## src/rtl/spq_pkg.sv

```systemverilog
// Package with the transaction types and codes of the sorted priority queue.
package spq_pkg;

    // Operation codes carried in the input transaction.
    localparam logic OP_ENQUEUE = 1'b0;
    localparam logic OP_DEQUEUE = 1'b1;

    // Fixed field widths of the transactions.
    localparam int FIELD_VALUE_W = 16;
    localparam int FIELD_COUNT_W = 5;

    // Input transaction.
    typedef struct packed {
        logic                     operation;
        logic [FIELD_VALUE_W-1:0] value;
    } spq_in_t;

    // Result transaction.
    typedef struct packed {
        logic                     ok;
        logic [FIELD_VALUE_W-1:0] front_value;
        logic [FIELD_COUNT_W-1:0] count;
        logic                     is_empty;
    } spq_out_t;

    // Control broadcast to every cell in the chain.
    typedef struct packed {
        logic load;
        logic dequeue;
    } spq_cell_ctrl_t;

endpackage

```

## src/rtl/spq_cell.sv

```systemverilog
// One storage cell of the sorted chain: holds one entry and shifts with its neighbors.
module spq_cell
    import spq_pkg::*;
#(
    parameter int VALUE_WIDTH = 16
) (
    input  logic                   clk,
    input  spq_cell_ctrl_t         ctrl,
    input  logic                   occupied,
    input  logic [VALUE_WIDTH-1:0] new_value,
    input  logic [VALUE_WIDTH-1:0] left_value,
    input  logic [VALUE_WIDTH-1:0] right_value,
    input  logic                   left_ins,
    output logic                   ins,
    output logic [VALUE_WIDTH-1:0] value,
    output logic [VALUE_WIDTH-1:0] value_next
);

    logic [VALUE_WIDTH-1:0] value_reg;

    // The new value goes at or ahead of this cell when this cell is free or larger.
    assign ins = !occupied || (value_reg > new_value);

    // Next entry: shift toward the front on dequeue, open a gap on enqueue.
    always_comb
    begin
        value_next = value_reg;
        if (ctrl.load)
        begin
            if (ctrl.dequeue)
            begin
                value_next = right_value;
            end
            else if (ins)
            begin
                value_next = left_ins ? left_value : new_value;
            end
        end
    end

    // Entry storage; payload only, so no reset.
    always_ff @(posedge clk)
    begin
        value_reg <= value_next;
    end

    assign value = value_reg;

endmodule

```

## src/rtl/sorted_priority_queue_core.sv

```systemverilog
// Top level of the sorted priority queue: cell chain, occupancy count and result register.
//
//  Channel | Handshake           | Payload
//  --------+---------------------+-----------------------------------------
//  in      | in_valid, in_ready  | in_data  (operation, value)
//  out     | out_valid, out_ready| out_data (ok, front_value, count, is_empty)
//
// One transaction is taken per cycle: every cell compares and shifts in the same
// cycle, and the result lands in the output register on the next edge.
// in_ready is high whenever the output register is empty or being drained, so a
// result that waits on out_ready holds off the next transaction and the queue.
// Reset clears the count and the output valid; entry contents need no reset.
module sorted_priority_queue_core
    import spq_pkg::*;
#(
    parameter int DEPTH       = 16,
    parameter int VALUE_WIDTH = 16
) (
    input  logic     clk,
    input  logic     rst_n,
    input  logic     in_valid,
    output logic     in_ready,
    input  spq_in_t  in_data,
    output logic     out_valid,
    input  logic     out_ready,
    output spq_out_t out_data
);

    localparam int CW = $clog2(DEPTH + 1);

    logic [CW-1:0]          count_reg;
    logic [CW-1:0]          count_next;
    logic                   out_valid_reg;
    spq_out_t               out_reg;
    logic                   in_fire;
    logic                   is_enq;
    logic                   full;
    logic                   empty;
    logic                   op_ok;
    spq_cell_ctrl_t         ctrl;
    logic [VALUE_WIDTH-1:0] new_value;
    logic [VALUE_WIDTH-1:0] values      [DEPTH];
    logic [VALUE_WIDTH-1:0] values_next [DEPTH];
    logic [DEPTH-1:0]       ins;
    logic [FIELD_VALUE_W-1:0] front_field;

    assign in_ready = !out_valid_reg || out_ready;
    assign in_fire  = in_valid && in_ready;
    assign is_enq   = (in_data.operation == OP_ENQUEUE);
    assign full     = (count_reg == CW'(DEPTH));
    assign empty    = (count_reg == '0);
    assign op_ok    = is_enq ? !full : !empty;

    assign ctrl.load    = in_fire && op_ok;
    assign ctrl.dequeue = !is_enq;

    // Fit the input value to the stored width and the front entry to the field width.
    generate
        if (VALUE_WIDTH >= FIELD_VALUE_W)
        begin : g_wide
            assign new_value   = VALUE_WIDTH'(in_data.value);
            assign front_field = values_next[0][FIELD_VALUE_W-1:0];
        end
        else
        begin : g_narrow
            assign new_value   = in_data.value[VALUE_WIDTH-1:0];
            assign front_field = FIELD_VALUE_W'(values_next[0]);
        end
    endgenerate

    // Chain of cells, each tied to its neighbors.
    generate
        for (genvar i = 0; i < DEPTH; i++)
        begin : g_cell
            logic                   occ;
            logic [VALUE_WIDTH-1:0] left_v;
            logic [VALUE_WIDTH-1:0] right_v;
            logic                   left_i;

            assign occ = (CW'(i) < count_reg);

            if (i == 0)
            begin : g_first
                assign left_v = new_value;
                assign left_i = 1'b0;
            end
            else
            begin : g_mid
                assign left_v = values[i-1];
                assign left_i = ins[i-1];
            end

            if (i == DEPTH - 1)
            begin : g_last
                assign right_v = values[i];
            end
            else
            begin : g_inner
                assign right_v = values[i+1];
            end

            spq_cell #(
                .VALUE_WIDTH(VALUE_WIDTH)
            ) u_cell (
                .clk        (clk),
                .ctrl       (ctrl),
                .occupied   (occ),
                .new_value  (new_value),
                .left_value (left_v),
                .right_value(right_v),
                .left_ins   (left_i),
                .ins        (ins[i]),
                .value      (values[i]),
                .value_next (values_next[i])
            );
        end
    endgenerate

    // Occupancy after this transaction.
    always_comb
    begin
        count_next = count_reg;
        if (ctrl.load)
        begin
            count_next = is_enq ? count_reg + CW'(1) : count_reg - CW'(1);
        end
    end

    // Count and output valid.
    always_ff @(posedge clk or negedge rst_n)
    begin
        if (!rst_n)
        begin
            count_reg     <= '0;
            out_valid_reg <= 1'b0;
        end
        else
        begin
            count_reg <= count_next;
            if (in_fire)
            begin
                out_valid_reg <= 1'b1;
            end
            else if (out_ready)
            begin
                out_valid_reg <= 1'b0;
            end
        end
    end

    // Result payload, captured with each accepted transaction.
    always_ff @(posedge clk)
    begin
        if (in_fire)
        begin
            out_reg.ok          <= op_ok;
            out_reg.front_value <= (count_next == '0) ? '0 : front_field;
            out_reg.count       <= FIELD_COUNT_W'(count_next);
            out_reg.is_empty    <= (count_next == '0);
        end
    end

    assign out_valid = out_valid_reg;
    assign out_data  = out_reg;

    // The count never passes the depth.
    a_count_range: assert property (@(posedge clk) disable iff (!rst_n)
        count_reg <= CW'(DEPTH))
        else $error("occupancy above depth");

    // An enqueue into a full queue is refused.
    a_full_refused: assert property (@(posedge clk) disable iff (!rst_n)
        (in_fire && is_enq && full) |=> (!out_data.ok && count_reg == CW'(DEPTH)))
        else $error("enqueue accepted while full");

    // A dequeue from an empty queue is refused and reports empty.
    a_empty_refused: assert property (@(posedge clk) disable iff (!rst_n)
        (in_fire && !is_enq && empty) |=> (!out_data.ok && out_data.is_empty))
        else $error("dequeue accepted while empty");

    // The count moves only with an accepted transaction.
    a_count_hold: assert property (@(posedge clk) disable iff (!rst_n)
        !in_fire |=> $stable(count_reg))
        else $error("count changed without a transaction");

endmodule
```

## config.mk

```make
export PLATFORM = sky130hd
export DESIGN_NAME = sorted_priority_queue_core
export DESIGN_NICKNAME = d
export VERILOG_FILES = /design/src/rtl/spq_pkg.sv /design/src/rtl/spq_cell.sv /design/src/rtl/sorted_priority_queue_core.sv
export SDC_FILE = /design/constraint.sdc
export NUM_CORES = 1
export LEC_CHECK = 0
export BUFFER_PORTS_ARGS = -buffer_cell sky130_fd_sc_hd__buf_2
export CAP_MARGIN = 20
export CELL_PAD_IN_SITES_DETAIL_PLACEMENT = 1
export CELL_PAD_IN_SITES_GLOBAL_PLACEMENT = 2
export CORE_MARGIN = 2
export CORE_UTILIZATION = 39
export DETAILED_ROUTE_END_ITERATION = 10
export PLACE_DENSITY = 0.8
export SLEW_MARGIN = 20
export SYNTH_ARGS = -nofsm -noshare
export SYNTH_HDL_FRONTEND = slang
export SYNTH_HIERARCHICAL = 1
export SYNTH_SLANG_ARGS = --single-unit
```

## constraint.sdc

```tcl
create_clock -name clk -period 6.83 [get_ports clk]
set_input_delay 1.366 -clock clk [delete_from_list [all_inputs] [get_ports clk]]
set_output_delay 1.366 -clock clk [all_outputs]
set_load 0.01 [all_outputs]
```

==> impl_metrics.ini <==
[floorplanning]
core-area_sq_um = 63200
initial_utilization_pct = 39.5
die-area_sq_um = 66100
ioPinCount = 46
die_width_um = 257
rows = 92
die_h_um = 257

[layout]
largest_reg_flops = 256
fillers = 7652
n_antenna_cell = 0
fin_area_sq_um = 27200
final_common_cell = inv_1
fin_cells = 4036
syn_to_final_growth_pct = 9.07
drive_gt1_share_pct = 10.0
multi_input_area_sq_um = 16200
final-seq-area_sq_um = 5970
final_cell_mix = inv_1 (536), nor2_1 (342), ha_1 (260)
finalNetCount = 3440

[power]
irDropWorstVdd_uv = 166
power_density_nw_per_um2 = 445
leakage_nw = 12.1

[sta]
fin_skew_ps = 21.4
rsz0062_at_grt = false
hold_viol_final = 0
fmax_ghz = 0.202
fin_crit_sh_pct = 72.5
setup_violations = 0
slew_headroom_pct = 30.6
setup_tns_ps = 0
final_max_slew_viol_count = 0
tightest_slew_ps = 1040
period_minus_slack_ps = 4950

[worst_setup_path]
crit_path_max_fanout = 26
r2r_slack_ps = 2760
start_kind = input pin
end_kind = register
cp.required_ps = 7270
arrival_ps = 5390
r2r_cells = 8
crit_type = in -> reg

[job]
max_cap_violations = 0

[drt]
wl_per_cell_um = 22.5
ant_nets = 0
vias = 24400
dr.pass1.iters = 7
drc = 0
drtIter0Drc = 1560
via_per_inst = 6.05
wirelength_mm = 91.0

[clocking]
cts_buffers = 40
cts_hold_buffers = 0
postCtsSetupRepairBufs = 0
cts.path.max_buffers = 3
cts_tree = done
clkSlewWorstSetupHoldPaths_ps = 60
numClockSinks = 285
htreeDepth = 2
clock_latency_ps = 580
clockRootBuffer = clkbuf_16
ctsResizeCount = 0

[logic_synthesis]
dominantRegCellSynth = dfxtp_1
synth_seq_cells = 285
syn-cell-area_sq_um = 25000
yosysWarnings = 6
ys_seq_area_share_pct = 23.9
synthCells = 3186
muxShareOfSynthArea_pct = 3.33
syn_area_per_cell_sq_um = 7.84
synthesis.nets = 3467
synth_top_family_by_area = compound AO/OA/AOI/OAI gates
synth_edf_count = 23
synth-compound-area-share_pct = 30.8
async_flop_share_pct = 2.11
synth-simple-area-share_pct = 17.5
synthAdderAreaFrac_pct = 13.0
synth-xor-area-share_pct = 0.245
netlist-cell-type-count = 59

[global_route]
grt_max_degree = 80
grt.total_usage_pct = 27.2
antenna_found_initial = 1
grt_pass1_vias = 25700
grt_pass1_wl_mm = 145
grt_remaining_overflow = 0

[place]
portBuffers = 45
postPlaceCellArea_sq_um = 25900
gp_congestion = 0.873
place_inst = 3963
dp_hpwl_mm = 66.2

[hold_path]
hp-class = reg -> reg
worstHoldPathCells = 2

[run_status]
status = finished, final reports clean
## per-stage QoR
stage	power, mW	utilization, %	setup WS [ps]	hold slack [ps]
after floorplan	8.07	-	429	489
after global placement	9.51	40.9	1440	505
after detailed placement	9.82	40.9	1320	520
after CTS	12.2	43.1	1930	529
after global routing	13.1	43.1	1670	570
final	12.1	43.1	1880	526
## final cells by class
class / instances / share of cell area, %
timing repair buffer: 87 / 2.19
clock inverter: 17 / 0.808
tap: 846 / 3.89
multi-input combinational: 2209 / 59.6
inverter: 536 / 7.38
sequential: 285 / 21.9
clock buffer: 56 / 4.27
## power by group
group / switching, mW / internal, mW
clock network: 0.871 / 1.38
logic: 3.94 / 2.43
registers: 1.08 / 2.43
## final timing paths
| path | endpoint | startpoint |
|---|---|---|
| min | g_cell[15].u_cell/value[5] | g_cell[15].u_cell/value[5] |
| max reg2reg | out_data[8] | count_reg[0] |
| min in group asynchronous | out_valid | rst_n |
| min reg2reg | g_cell[15].u_cell/value[5] | g_cell[15].u_cell/value[5] |
| max | g_cell[10].u_cell/value[0] | in_data[10] |
| max in group asynchronous | count_reg[2] | rst_n |
## cells by family after synthesis
| family | count (synthesis) |
|---|---|
| compound gates | 1043 |
| xor+xnor | 7 |
| fa+ha+maj | 260 |
| buf+inv | 692 |
| flops | 285 |
| mux | 81 |
| other cells | 1 |
| simple gates | 817 |
## routing by layer
| layer | part of all wire, % | GRT usage (%) |
|---|---|---|
| met5 | 0.013 | 0 |
| met4 | 2.4 | 7.20 |
| met3 | 3.4 | 3.10 |
| met2 | 48 | 47.3 |
| met1 | 46 | 35.4 |
## worst max-delay path: stages
cell,delay (ps)
buf_2,550
buf_4,330
inv_1,80
ha_1,320
nand4_1,180
nor4_4,240
o21ai_2,120
and4_2,290
o21ai_4,550
mux2_2,420
o31ai_1,280
a211oi_1,80
or4_1,540
## Yosys cell counts (6+ instances only)
library cell / number / share of area [%]
a211o_1: 16 / 0.56
a211oi_1: 224 / 6.7
a21boi_2: 16 / 0.72
a21o_1: 16 / 0.48
a21oi_1: 131 / 2.6
a221o_1: 48 / 1.9
a221oi_1: 160 / 5.6
a311oi_2: 16 / 0.96
and2_2: 16 / 0.48
and4_2: 16 / 0.64
buf_2: 33 / 0.66
buf_6: 20 / 0.90
clkbuf_1: 100 / 1.5
dfrtp_1: 6 / 0.60
dfxtp_1: 256 / 21
edfxtp_1: 23 / 2.8
ha_1: 260 / 13
inv_1: 536 / 8.1
mux2_2: 17 / 0.77
mux2i_1: 64 / 2.6
nand2_1: 156 / 2.3
nand2b_1: 64 / 1.6
nand3_1: 50 / 1.0
nand3b_1: 16 / 0.48
nand4_1: 17 / 0.43
nand4_2: 32 / 1.6
nor2_1: 343 / 5.2
nor2b_1: 16 / 0.40
nor3_1: 33 / 0.66
nor4_4: 16 / 1.4
o211ai_1: 33 / 0.99
o21ai_0: 136 / 2.7
o21ai_2: 16 / 0.56
o21ai_4: 16 / 1.0
o22ai_1: 160 / 4.0
o31ai_1: 32 / 0.96
o32ai_1: 16 / 0.56
or4_1: 32 / 0.96
xnor2_1: 6 / 0.21
Power figures use the tool's default switching activity.
